<file path="src/rtl/xs128p_pkg.sv">
`timescale 1ns / 1ps

package xs128p_pkg;

  // Depth of the request queue between the front and the back.
  localparam int unsigned QUEUE_DEPTH = 2;

  // Finalizer multipliers and shift.
  localparam logic [63:0] MIX_K1 = 64'hff51afd7ed558ccd;
  localparam logic [63:0] MIX_K2 = 64'hc4ceb9fe1a85ec53;
  localparam int unsigned MIX_SHIFT = 33;

  // Generator shifts.
  localparam int unsigned SHIFT_A = 23;
  localparam int unsigned SHIFT_B = 17;
  localparam int unsigned SHIFT_C = 26;

  // Value placed in word A when seeding leaves an all-zero state.
  localparam logic [63:0] ZERO_STATE_FIX = 64'h0123456789abcdef;

  // Reset value of the discard count register.
  localparam logic [7:0] DISCARD_RESET = 8'd4;

  // Seed byte counter marks: window full, and saturated (sliding).
  localparam logic [3:0] SEEN_FULL = 4'd8;
  localparam logic [3:0] SEEN_SAT  = 4'd9;

  typedef enum logic {
    REQ_DRAW = 1'b0,
    REQ_SEED = 1'b1
  } req_e;

  // One classified request as it sits in the queue.
  typedef struct packed {
    req_e       req;
    logic [7:0] data;
    logic       last;
  } item_t;

  typedef enum logic [2:0] {
    BK_IDLE,
    BK_MIX_A,
    BK_MIX_B,
    BK_FIX,
    BK_DISCARD
  } back_state_e;

  typedef enum logic [2:0] {
    MX_IDLE,
    MX_LO,
    MX_CROSS_A,
    MX_CROSS_B,
    MX_SUM
  } mix_state_e;

  // New word B of one generator step, from the current words A and B.
  function automatic logic [63:0] step_next(input logic [63:0] s, input logic [63:0] t);
    logic [63:0] x;
    x = s ^ (s << SHIFT_A);
    return x ^ t ^ (x >> SHIFT_B) ^ (t >> SHIFT_C);
  endfunction

endpackage

</file>
<file path="src/rtl/xs128p_front.sv">
`timescale 1ns / 1ps

module xs128p_front #(
  parameter int unsigned Depth = xs128p_pkg::QUEUE_DEPTH
) (
  input  logic               clk_i,
  input  logic               rst_ni,
  input  logic               in_valid_i,
  output logic               in_stall_o,
  input  logic               req_type_i,
  input  logic [7:0]         seed_byte_i,
  input  logic               seed_last_i,
  output logic               item_valid_o,
  output xs128p_pkg::item_t  item_o,
  input  logic               item_pop_i
);

  localparam int unsigned PtrW = (Depth > 1) ? $clog2(Depth) : 1;
  localparam int unsigned CntW = $clog2(Depth + 1);

  xs128p_pkg::item_t queue_q [Depth];
  xs128p_pkg::item_t item_in;
  logic [PtrW-1:0]   wr_ptr_q, wr_ptr_d;
  logic [PtrW-1:0]   rd_ptr_q, rd_ptr_d;
  logic [CntW-1:0]   count_q, count_d;
  logic              push;
  logic              pop;

  // Classify the incoming request into a queue entry.
  always_comb begin
    item_in.req  = xs128p_pkg::req_e'(req_type_i);
    item_in.data = seed_byte_i;
    item_in.last = seed_last_i;
  end

  assign in_stall_o   = (count_q == CntW'(Depth));
  assign item_valid_o = (count_q != '0);
  assign item_o       = queue_q[rd_ptr_q];
  assign push         = in_valid_i && !in_stall_o;
  assign pop          = item_pop_i && item_valid_o;

  // Pointer and fill count updates.
  always_comb begin
    wr_ptr_d = wr_ptr_q;
    rd_ptr_d = rd_ptr_q;
    count_d  = count_q;
    if (push) begin
      wr_ptr_d = (wr_ptr_q == PtrW'(Depth - 1)) ? '0 : wr_ptr_q + PtrW'(1);
    end
    if (pop) begin
      rd_ptr_d = (rd_ptr_q == PtrW'(Depth - 1)) ? '0 : rd_ptr_q + PtrW'(1);
    end
    if (push && !pop) begin
      count_d = count_q + CntW'(1);
    end else if (pop && !push) begin
      count_d = count_q - CntW'(1);
    end
  end

  always_ff @(posedge clk_i or negedge rst_ni) begin
    if (!rst_ni) begin
      wr_ptr_q <= '0;
      rd_ptr_q <= '0;
      count_q  <= '0;
    end else begin
      wr_ptr_q <= wr_ptr_d;
      rd_ptr_q <= rd_ptr_d;
      count_q  <= count_d;
    end
  end

  // Queue storage is written on every accepted transfer.
  always_ff @(posedge clk_i) begin
    if (push) begin
      queue_q[wr_ptr_q] <= item_in;
    end
  end

endmodule

</file>
<file path="src/rtl/xs128p_mix.sv">
`timescale 1ns / 1ps

module xs128p_mix (
  input  logic        clk_i,
  input  logic        rst_ni,
  input  logic        start_i,
  input  logic [63:0] operand_i,
  output logic        done_o,
  output logic [63:0] result_o
);

  xs128p_pkg::mix_state_e state_q, state_d;
  logic [63:0] v_q, v_d;
  logic [63:0] prod_q, prod_d;
  logic [31:0] hi_q, hi_d;
  logic        round_q, round_d;
  logic        done_q, done_d;
  logic [63:0] k;
  logic [31:0] mul_a;
  logic [31:0] mul_b;
  logic [63:0] product;
  logic [63:0] sum;
  logic [63:0] mixed;

  // The first round multiplies by K1, the second by K2.
  assign k = round_q ? xs128p_pkg::MIX_K2 : xs128p_pkg::MIX_K1;

  // One shared 32x32 multiplier; the low 64 bits of the 64x64 product are
  // built from the low partial product and two cross terms.
  always_comb begin
    unique case (state_q)
      xs128p_pkg::MX_CROSS_A: begin
        mul_a = v_q[31:0];
        mul_b = k[63:32];
      end
      xs128p_pkg::MX_CROSS_B: begin
        mul_a = v_q[63:32];
        mul_b = k[31:0];
      end
      default: begin
        mul_a = v_q[31:0];
        mul_b = k[31:0];
      end
    endcase
  end

  assign product = mul_a * mul_b;
  assign sum     = prod_q + {hi_q, 32'h0};
  assign mixed   = sum ^ (sum >> xs128p_pkg::MIX_SHIFT);

  // Sequencer: load and pre-shift, then two multiply rounds.
  always_comb begin
    state_d = state_q;
    v_d     = v_q;
    prod_d  = prod_q;
    hi_d    = hi_q;
    round_d = round_q;
    done_d  = 1'b0;
    unique case (state_q)
      xs128p_pkg::MX_IDLE: begin
        if (start_i) begin
          v_d     = operand_i ^ (operand_i >> xs128p_pkg::MIX_SHIFT);
          round_d = 1'b0;
          state_d = xs128p_pkg::MX_LO;
        end
      end
      xs128p_pkg::MX_LO: begin
        prod_d  = product;
        state_d = xs128p_pkg::MX_CROSS_A;
      end
      xs128p_pkg::MX_CROSS_A: begin
        hi_d    = product[31:0];
        state_d = xs128p_pkg::MX_CROSS_B;
      end
      xs128p_pkg::MX_CROSS_B: begin
        hi_d    = hi_q + product[31:0];
        state_d = xs128p_pkg::MX_SUM;
      end
      xs128p_pkg::MX_SUM: begin
        v_d = mixed;
        if (round_q) begin
          done_d  = 1'b1;
          state_d = xs128p_pkg::MX_IDLE;
        end else begin
          round_d = 1'b1;
          state_d = xs128p_pkg::MX_LO;
        end
      end
      default: begin
        state_d = xs128p_pkg::MX_IDLE;
      end
    endcase
  end

  always_ff @(posedge clk_i or negedge rst_ni) begin
    if (!rst_ni) begin
      state_q <= xs128p_pkg::MX_IDLE;
      round_q <= 1'b0;
      done_q  <= 1'b0;
    end else begin
      state_q <= state_d;
      round_q <= round_d;
      done_q  <= done_d;
    end
  end

  always_ff @(posedge clk_i) begin
    v_q    <= v_d;
    prod_q <= prod_d;
    hi_q   <= hi_d;
  end

  assign done_o   = done_q;
  assign result_o = v_q;

endmodule

</file>
<file path="src/rtl/xs128p_back.sv">
`timescale 1ns / 1ps

module xs128p_back (
  input  logic               clk_i,
  input  logic               rst_ni,
  input  logic               item_valid_i,
  input  xs128p_pkg::item_t  item_i,
  output logic               item_pop_o,
  input  logic               cfg_we_i,
  input  logic [7:0]         cfg_wdata_i,
  output logic               out_valid_o,
  input  logic               out_stall_i,
  output logic [63:0]        random_value_o
);

  xs128p_pkg::back_state_e state_q, state_d;
  logic [63:0] word_a_q, word_a_d;
  logic [63:0] word_b_q, word_b_d;
  logic [63:0] window_q, window_d;
  logic [3:0]  seen_q, seen_d;
  logic [7:0]  discard_q, discard_d;
  logic [7:0]  count_q, count_d;
  logic        slide_q, slide_d;
  logic        last_q, last_d;
  logic        out_valid_q, out_valid_d;
  logic [63:0] out_data_q, out_data_d;
  logic        out_free;
  logic [63:0] step_n;
  logic [63:0] win_fill;
  logic [63:0] win_slide;
  logic        mix_start;
  logic [63:0] mix_operand;
  logic        mix_done;
  logic [63:0] mix_result;

  xs128p_mix u_mix (
    .clk_i     (clk_i),
    .rst_ni    (rst_ni),
    .start_i   (mix_start),
    .operand_i (mix_operand),
    .done_o    (mix_done),
    .result_o  (mix_result)
  );

  assign out_free  = !out_valid_q || !out_stall_i;
  assign step_n    = xs128p_pkg::step_next(word_a_q, word_b_q);
  assign win_fill  = window_q | ({56'h0, item_i.data} << {seen_q[2:0], 3'b000});
  assign win_slide = {item_i.data, window_q[63:8]};

  // Request execution: draws complete here when the output register is free, seed
  // bytes that complete or slide the window run two finalizer passes, the last
  // byte then applies the zero fix and the discard run.
  always_comb begin
    state_d     = state_q;
    word_a_d    = word_a_q;
    word_b_d    = word_b_q;
    window_d    = window_q;
    seen_d      = seen_q;
    discard_d   = discard_q;
    count_d     = count_q;
    slide_d     = slide_q;
    last_d      = last_q;
    out_valid_d = out_valid_q;
    out_data_d  = out_data_q;
    item_pop_o  = 1'b0;
    mix_start   = 1'b0;
    mix_operand = win_fill;

    if (out_valid_q && !out_stall_i) begin
      out_valid_d = 1'b0;
    end
    if (cfg_we_i) begin
      discard_d = cfg_wdata_i;
    end

    unique case (state_q)
      xs128p_pkg::BK_IDLE: begin
        if (item_valid_i) begin
          if (item_i.req == xs128p_pkg::REQ_DRAW) begin
            if (out_free) begin
              item_pop_o  = 1'b1;
              word_a_d    = word_b_q;
              word_b_d    = step_n;
              out_valid_d = 1'b1;
              out_data_d  = step_n + word_b_q;
            end
          end else begin
            item_pop_o = 1'b1;
            last_d     = item_i.last;
            if (seen_q < xs128p_pkg::SEEN_FULL) begin
              window_d = win_fill;
              seen_d   = seen_q + 4'd1;
              slide_d  = 1'b0;
              if ((seen_q == xs128p_pkg::SEEN_FULL - 4'd1) || item_i.last) begin
                mix_start   = 1'b1;
                mix_operand = win_fill;
                state_d     = xs128p_pkg::BK_MIX_A;
              end
            end else begin
              window_d    = win_slide;
              seen_d      = xs128p_pkg::SEEN_SAT;
              slide_d     = 1'b1;
              mix_start   = 1'b1;
              mix_operand = word_a_q ^ win_slide;
              state_d     = xs128p_pkg::BK_MIX_A;
            end
          end
        end
      end
      xs128p_pkg::BK_MIX_A: begin
        if (mix_done) begin
          word_a_d    = mix_result;
          mix_start   = 1'b1;
          mix_operand = mix_result ^ (slide_q ? word_b_q : window_q);
          state_d     = xs128p_pkg::BK_MIX_B;
        end
      end
      xs128p_pkg::BK_MIX_B: begin
        if (mix_done) begin
          word_b_d = mix_result;
          state_d  = last_q ? xs128p_pkg::BK_FIX : xs128p_pkg::BK_IDLE;
        end
      end
      xs128p_pkg::BK_FIX: begin
        if ((word_a_q == '0) && (word_b_q == '0)) begin
          word_a_d = xs128p_pkg::ZERO_STATE_FIX;
        end
        window_d = '0;
        seen_d   = '0;
        count_d  = discard_q;
        state_d  = (discard_q == '0) ? xs128p_pkg::BK_IDLE : xs128p_pkg::BK_DISCARD;
      end
      xs128p_pkg::BK_DISCARD: begin
        word_a_d = word_b_q;
        word_b_d = step_n;
        count_d  = count_q - 8'd1;
        if (count_q == 8'd1) begin
          state_d = xs128p_pkg::BK_IDLE;
        end
      end
      default: begin
        state_d = xs128p_pkg::BK_IDLE;
      end
    endcase
  end

  always_ff @(posedge clk_i or negedge rst_ni) begin
    if (!rst_ni) begin
      state_q     <= xs128p_pkg::BK_IDLE;
      word_a_q    <= xs128p_pkg::ZERO_STATE_FIX;
      word_b_q    <= '0;
      window_q    <= '0;
      seen_q      <= '0;
      discard_q   <= xs128p_pkg::DISCARD_RESET;
      count_q     <= '0;
      slide_q     <= 1'b0;
      last_q      <= 1'b0;
      out_valid_q <= 1'b0;
    end else begin
      state_q     <= state_d;
      word_a_q    <= word_a_d;
      word_b_q    <= word_b_d;
      window_q    <= window_d;
      seen_q      <= seen_d;
      discard_q   <= discard_d;
      count_q     <= count_d;
      slide_q     <= slide_d;
      last_q      <= last_d;
      out_valid_q <= out_valid_d;
    end
  end

  // The output data register holds its value while a transfer is stalled.
  always_ff @(posedge clk_i) begin
    out_data_q <= out_data_d;
  end

  assign out_valid_o    = out_valid_q;
  assign random_value_o = out_data_q;

endmodule

</file>
<file path="src/rtl/xorshift128p_generator_hash_seeded_unit.sv">
`timescale 1ns / 1ps

// xorshift128+ random generator with byte-serial hash seeding. A draw request
// returns one 64-bit word through the output register, so draws sustain one per
// cycle as long as the output is not stalled. A seed byte that only adds to
// the window leaves the back end free for the next request; a byte that
// completes the first eight, ends a shorter seed or slides the window runs two
// passes of the murmur3 finalizer through one shared 32x32 multiplier, which
// holds the back end. The last seed byte then applies the zero-state fix and
// drops discard_count generator steps. Requests wait in a short queue while
// seeding work is in progress, and discard_count (reset 4) should be written
// only while the block is idle.
module xorshift128p_generator_hash_seeded_unit #(
  parameter int unsigned QueueDepth = xs128p_pkg::QUEUE_DEPTH
) (
  input  logic        clk_i,
  input  logic        rst_ni,
  input  logic        cfg_we_i,
  input  logic [7:0]  cfg_wdata_i,
  input  logic        in_valid_i,
  output logic        in_stall_o,
  input  logic        req_type_i,
  input  logic [7:0]  seed_byte_i,
  input  logic        seed_last_i,
  output logic        out_valid_o,
  input  logic        out_stall_i,
  output logic [63:0] random_value_o
);

  logic              item_valid;
  logic              item_pop;
  xs128p_pkg::item_t item;

  // Front: accepts and queues requests.
  xs128p_front #(
    .Depth (QueueDepth)
  ) u_front (
    .clk_i        (clk_i),
    .rst_ni       (rst_ni),
    .in_valid_i   (in_valid_i),
    .in_stall_o   (in_stall_o),
    .req_type_i   (req_type_i),
    .seed_byte_i  (seed_byte_i),
    .seed_last_i  (seed_last_i),
    .item_valid_o (item_valid),
    .item_o       (item),
    .item_pop_i   (item_pop)
  );

  // Back: generator state, seeding sequencer and output register.
  xs128p_back u_back (
    .clk_i          (clk_i),
    .rst_ni         (rst_ni),
    .item_valid_i   (item_valid),
    .item_i         (item),
    .item_pop_o     (item_pop),
    .cfg_we_i       (cfg_we_i),
    .cfg_wdata_i    (cfg_wdata_i),
    .out_valid_o    (out_valid_o),
    .out_stall_i    (out_stall_i),
    .random_value_o (random_value_o)
  );

endmodule

</file>
<file path="config.mk">
export PLATFORM = sky130hd
export DESIGN_NAME = xorshift128p_generator_hash_seeded_unit
export DESIGN_NICKNAME = d
export VERILOG_FILES = /design/src/rtl/xs128p_pkg.sv /design/src/rtl/xs128p_front.sv /design/src/rtl/xs128p_mix.sv /design/src/rtl/xs128p_back.sv /design/src/rtl/xorshift128p_generator_hash_seeded_unit.sv
export SDC_FILE = /design/constraint.sdc
export NUM_CORES = 2
export LEC_CHECK = 0
export BUFFER_PORTS_ARGS = -buffer_cell sky130_fd_sc_hd__clkbuf_2
export CAP_MARGIN = 25
export CORE_ASPECT_RATIO = 0.6
export CORE_MARGIN = 2
export CORE_UTILIZATION = 30
export CTS_CLUSTER_DIAMETER = 200
export DETAILED_ROUTE_END_ITERATION = 10
export GPL_ROUTABILITY_DRIVEN = 0
export MAX_ROUTING_LAYER = met4
export PLACE_DENSITY = 0.41
export SLEW_MARGIN = 20
export SYNTH_ARGS = -nofsm -noshare
export SYNTH_HDL_FRONTEND = slang
export SYNTH_HIERARCHICAL = 1
export SYNTH_SLANG_ARGS = --single-unit
</file>
<file path="constraint.sdc">
create_clock -name clk_i -period 24.6 [get_ports clk_i]
set_input_delay 1.23 -clock clk_i [delete_from_list [all_inputs] [get_ports clk_i]]
set_output_delay 1.23 -clock clk_i [all_outputs]
set_load 0.005 [all_outputs]
</file>
==> impl_metrics.ini <==
[clocking]
cts_hold_buf = 0
cts_buffers = 54
cts_setup_buffers = 0
ctsResizeCount = 0
ctsLongestPathBuffers = 3
clkSinkCount = 471
insertion_delay_ps = 730
cts_max_level = 2
cts_tree = done
cts-root-buf = clkbuf_16
clkSlewWorstSetupHoldPaths_ps = 70

[logic_synthesis]
yosysTopAreaCell = fa_1
ys_warn_count = 6
synth-async-reset-ratio_pct = 48.2
netlist_top_cells_area = fa_1, edfxtp_1, ha_1
synth_top_area_share_pct = 27.8
synth_edf_count = 244
seq_area_frac_synth_pct = 21.0
syn_area_mm2 = 0.0621
netlist_instances = 6565
synth_seq_cells = 471
synth-main-ff-cell = edfxtp_1
synth.distinct_cells = 98
syn_area_per_cell_um2 = 9.46
syn-num-nets = 7889

[timing]
drv_slew = 0
fmax_ghz = 0.0850
fin_tns_setup_ps = 0
post-route-min-period_ps = 11760
slew_headroom_pct = 12.7
hold_viol_final = 0
finalSetupViolations = 0
worstMarginPinSlew_ps = 1300
rsz0062_at_grt = false
timing.final.crit_share_pct = 47.8
fin_skew_ps = 46.5

[grt]
grt_pass1_wl_um = 402000
antenna_found_initial = 21
grt_start_max_net_pins = 136
grt_usage_pct = 28.1
grt_pass1_vias = 49200
gr-total-overflow = 0

[worst_setup_path]
r2r_cells = 35
r2r-start = u_back/u_mix/state_q[1]
crit_type = reg -> reg
slowest_stage = nor2_1
critPathTopFamily = adder cells
cp-end-kind = flop
crit_path_start = u_back/u_mix/state_q[1]
r2r-end = u_back/u_mix/hi_q[30]
critPathRequiredTime_ps = 25030
crit_top_cell = fa_1
worst_setup_path_start_kind = flop
crit_fanout = 37
critPathMaxStageDelay_ps = 820
path_buf_inv = 6
cp.arrival_ps = 12190
r2r_slack_ps = 12840

[die]
dieArea_mm2 = 0.211
die_y_um = 356
rows = 129
design.core.area_mm2 = 0.206
initial_core_util_pct = 30.2
ios = 89
die_w_um = 591

[placed_design]
io_buffers = 88
dp_hpwl_um = 235000
dpl_cell_area_mm2 = 0.0656

[flow_run]
cap_violations = 0

[min_path]
hold_path.class = in -> async

[outcome]
status = completed

[finish]
layout.nets = 7789
fin_area_mm2 = 0.0676
drive_gt1_share_pct = 7.20
syn_to_final_growth_pct = 8.88

[detailed_routing]
routedWlPerCell_um = 31.1
wl_um = 288000
antenna_left = 0
vias = 49800
drt-pass1-iter-count = 6
viasPerCell = 5.37
dr.first_iter.drc_count = 6399
drcViolationCount = 0
-- per-stage QoR --
stage / hold slack [ps] / worst slack, ps / std cells / util (%)
floorplan: 450 / 13180 / 6565 / -
global placement: 476 / 12860 / 9153 / 31.8
detailed placement: 482 / 12890 / 9157 / 31.8
CTS: 422 / 12870 / 9259 / 32.8
global route: 442 / 12310 / 9266 / 32.8
finish: 455 / 12840 / 9270 / 32.8
-- logic make-up (layout without fill, tap and decap cells) --
kind of cell | count (synthesis) | after routing | synth area share [%]
other | 1 | 9 | 0.00604
and+or+nand+nor | 1425 | 1425 | 10.6
muxes | 144 | 144 | 2.42
buffers and inverters | 1418 | 1364 | 8.63
adders and majority gates | 1301 | 1301 | 36.7
xor gates and xnor gates | 565 | 565 | 7.97
AOI/OAI and AO/OA | 1240 | 1240 | 12.7
DFF | 471 | 471 | 21.0
-- synth_stat cells, types with 51 or more instances --
library cell	count
nand4_1	53
o21ai_0	258
and2_1	62
xor2_1	214
ha_1	437
a21oi_1	387
edfxtp_1	244
mux2i_1	122
nand2b_1	101
a21o_1	85
clkbuf_1	309
nor2_1	387
o22ai_1	58
xnor2_1	351
inv_1	1058
fa_1	864
nor2b_1	58
nand2_1	531
nand3_1	51
dfrtp_1	194
a22oi_1	83
-- per-layer routing --
metal / wire (µm) / global-route usage, % / vias up
met4: 9650 / 8.09 / 0
met2: 111000 / 36.5 / 2481
met3: 33000 / 9.19 / 405
met1: 134000 / 40.5 / 25600
met5: 0 / - / -
li1: - / - / 21300
-- area by class of cell --
class	count	area [µm²]
sequential	471	13100
antenna	8	20.0
multi-input combinational	4676	43800
fill	21300	138000
clock inverter	29	450
tap	2751	3440
timing repair buffer	194	1260
clock buffer	73	1560
inverter	1068	4010
-- sequential cells by signal (all words and copies together) (netlist names), 20 cells and up --
register	cells
u_back/window_q	64
u_back/u_mix/hi_q	32
u_back/u_mix/prod_q	64
u_back/u_mix/result_o	64
u_front/queue_q	20
u_back/word_b_q	64
u_back/random_value_o	64
u_back/word_a_q	64
-- layout by cell type (no fill, tap or decap), drive strengths merged, types with 58 or more instances in the layout --
cell / Yosys / final
inv: 1059 / 1062
fa: 864 / 864
nand2: 533 / 533
ha: 437 / 437
a21oi: 388 / 388
nor2: 388 / 388
xnor2: 351 / 351
o21ai: 307 / 307
edfxtp: 244 / 244
xor2: 214 / 214
dfrtp: 194 / 194
clkbuf: 310 / 160
mux2i: 122 / 122
buf: 40 / 107
nand2b: 101 / 101
a21o: 85 / 85
a22oi: 83 / 83
and2: 62 / 62
o22ai: 58 / 58
nor2b: 58 / 58
-- how the worst max path moves through the flow --
stage	end	slack [ps]	cells after the start
after floorplan	u_back/u_mix/hi_q[30]	13180	37
after detailed placement	u_back/u_mix/hi_q[31]	12890	35
after CTS	u_back/u_mix/hi_q[31]	12870	35
final	u_back/u_mix/hi_q[30]	12840	35
after global placement	u_back/u_mix/hi_q[30]	12860	39
after global routing	u_back/u_mix/hi_q[30]	12310	35
Power is left out: the tool's default activity adds up to more than one toggle a clock period on the data nets, which glitch-free logic cannot reach.
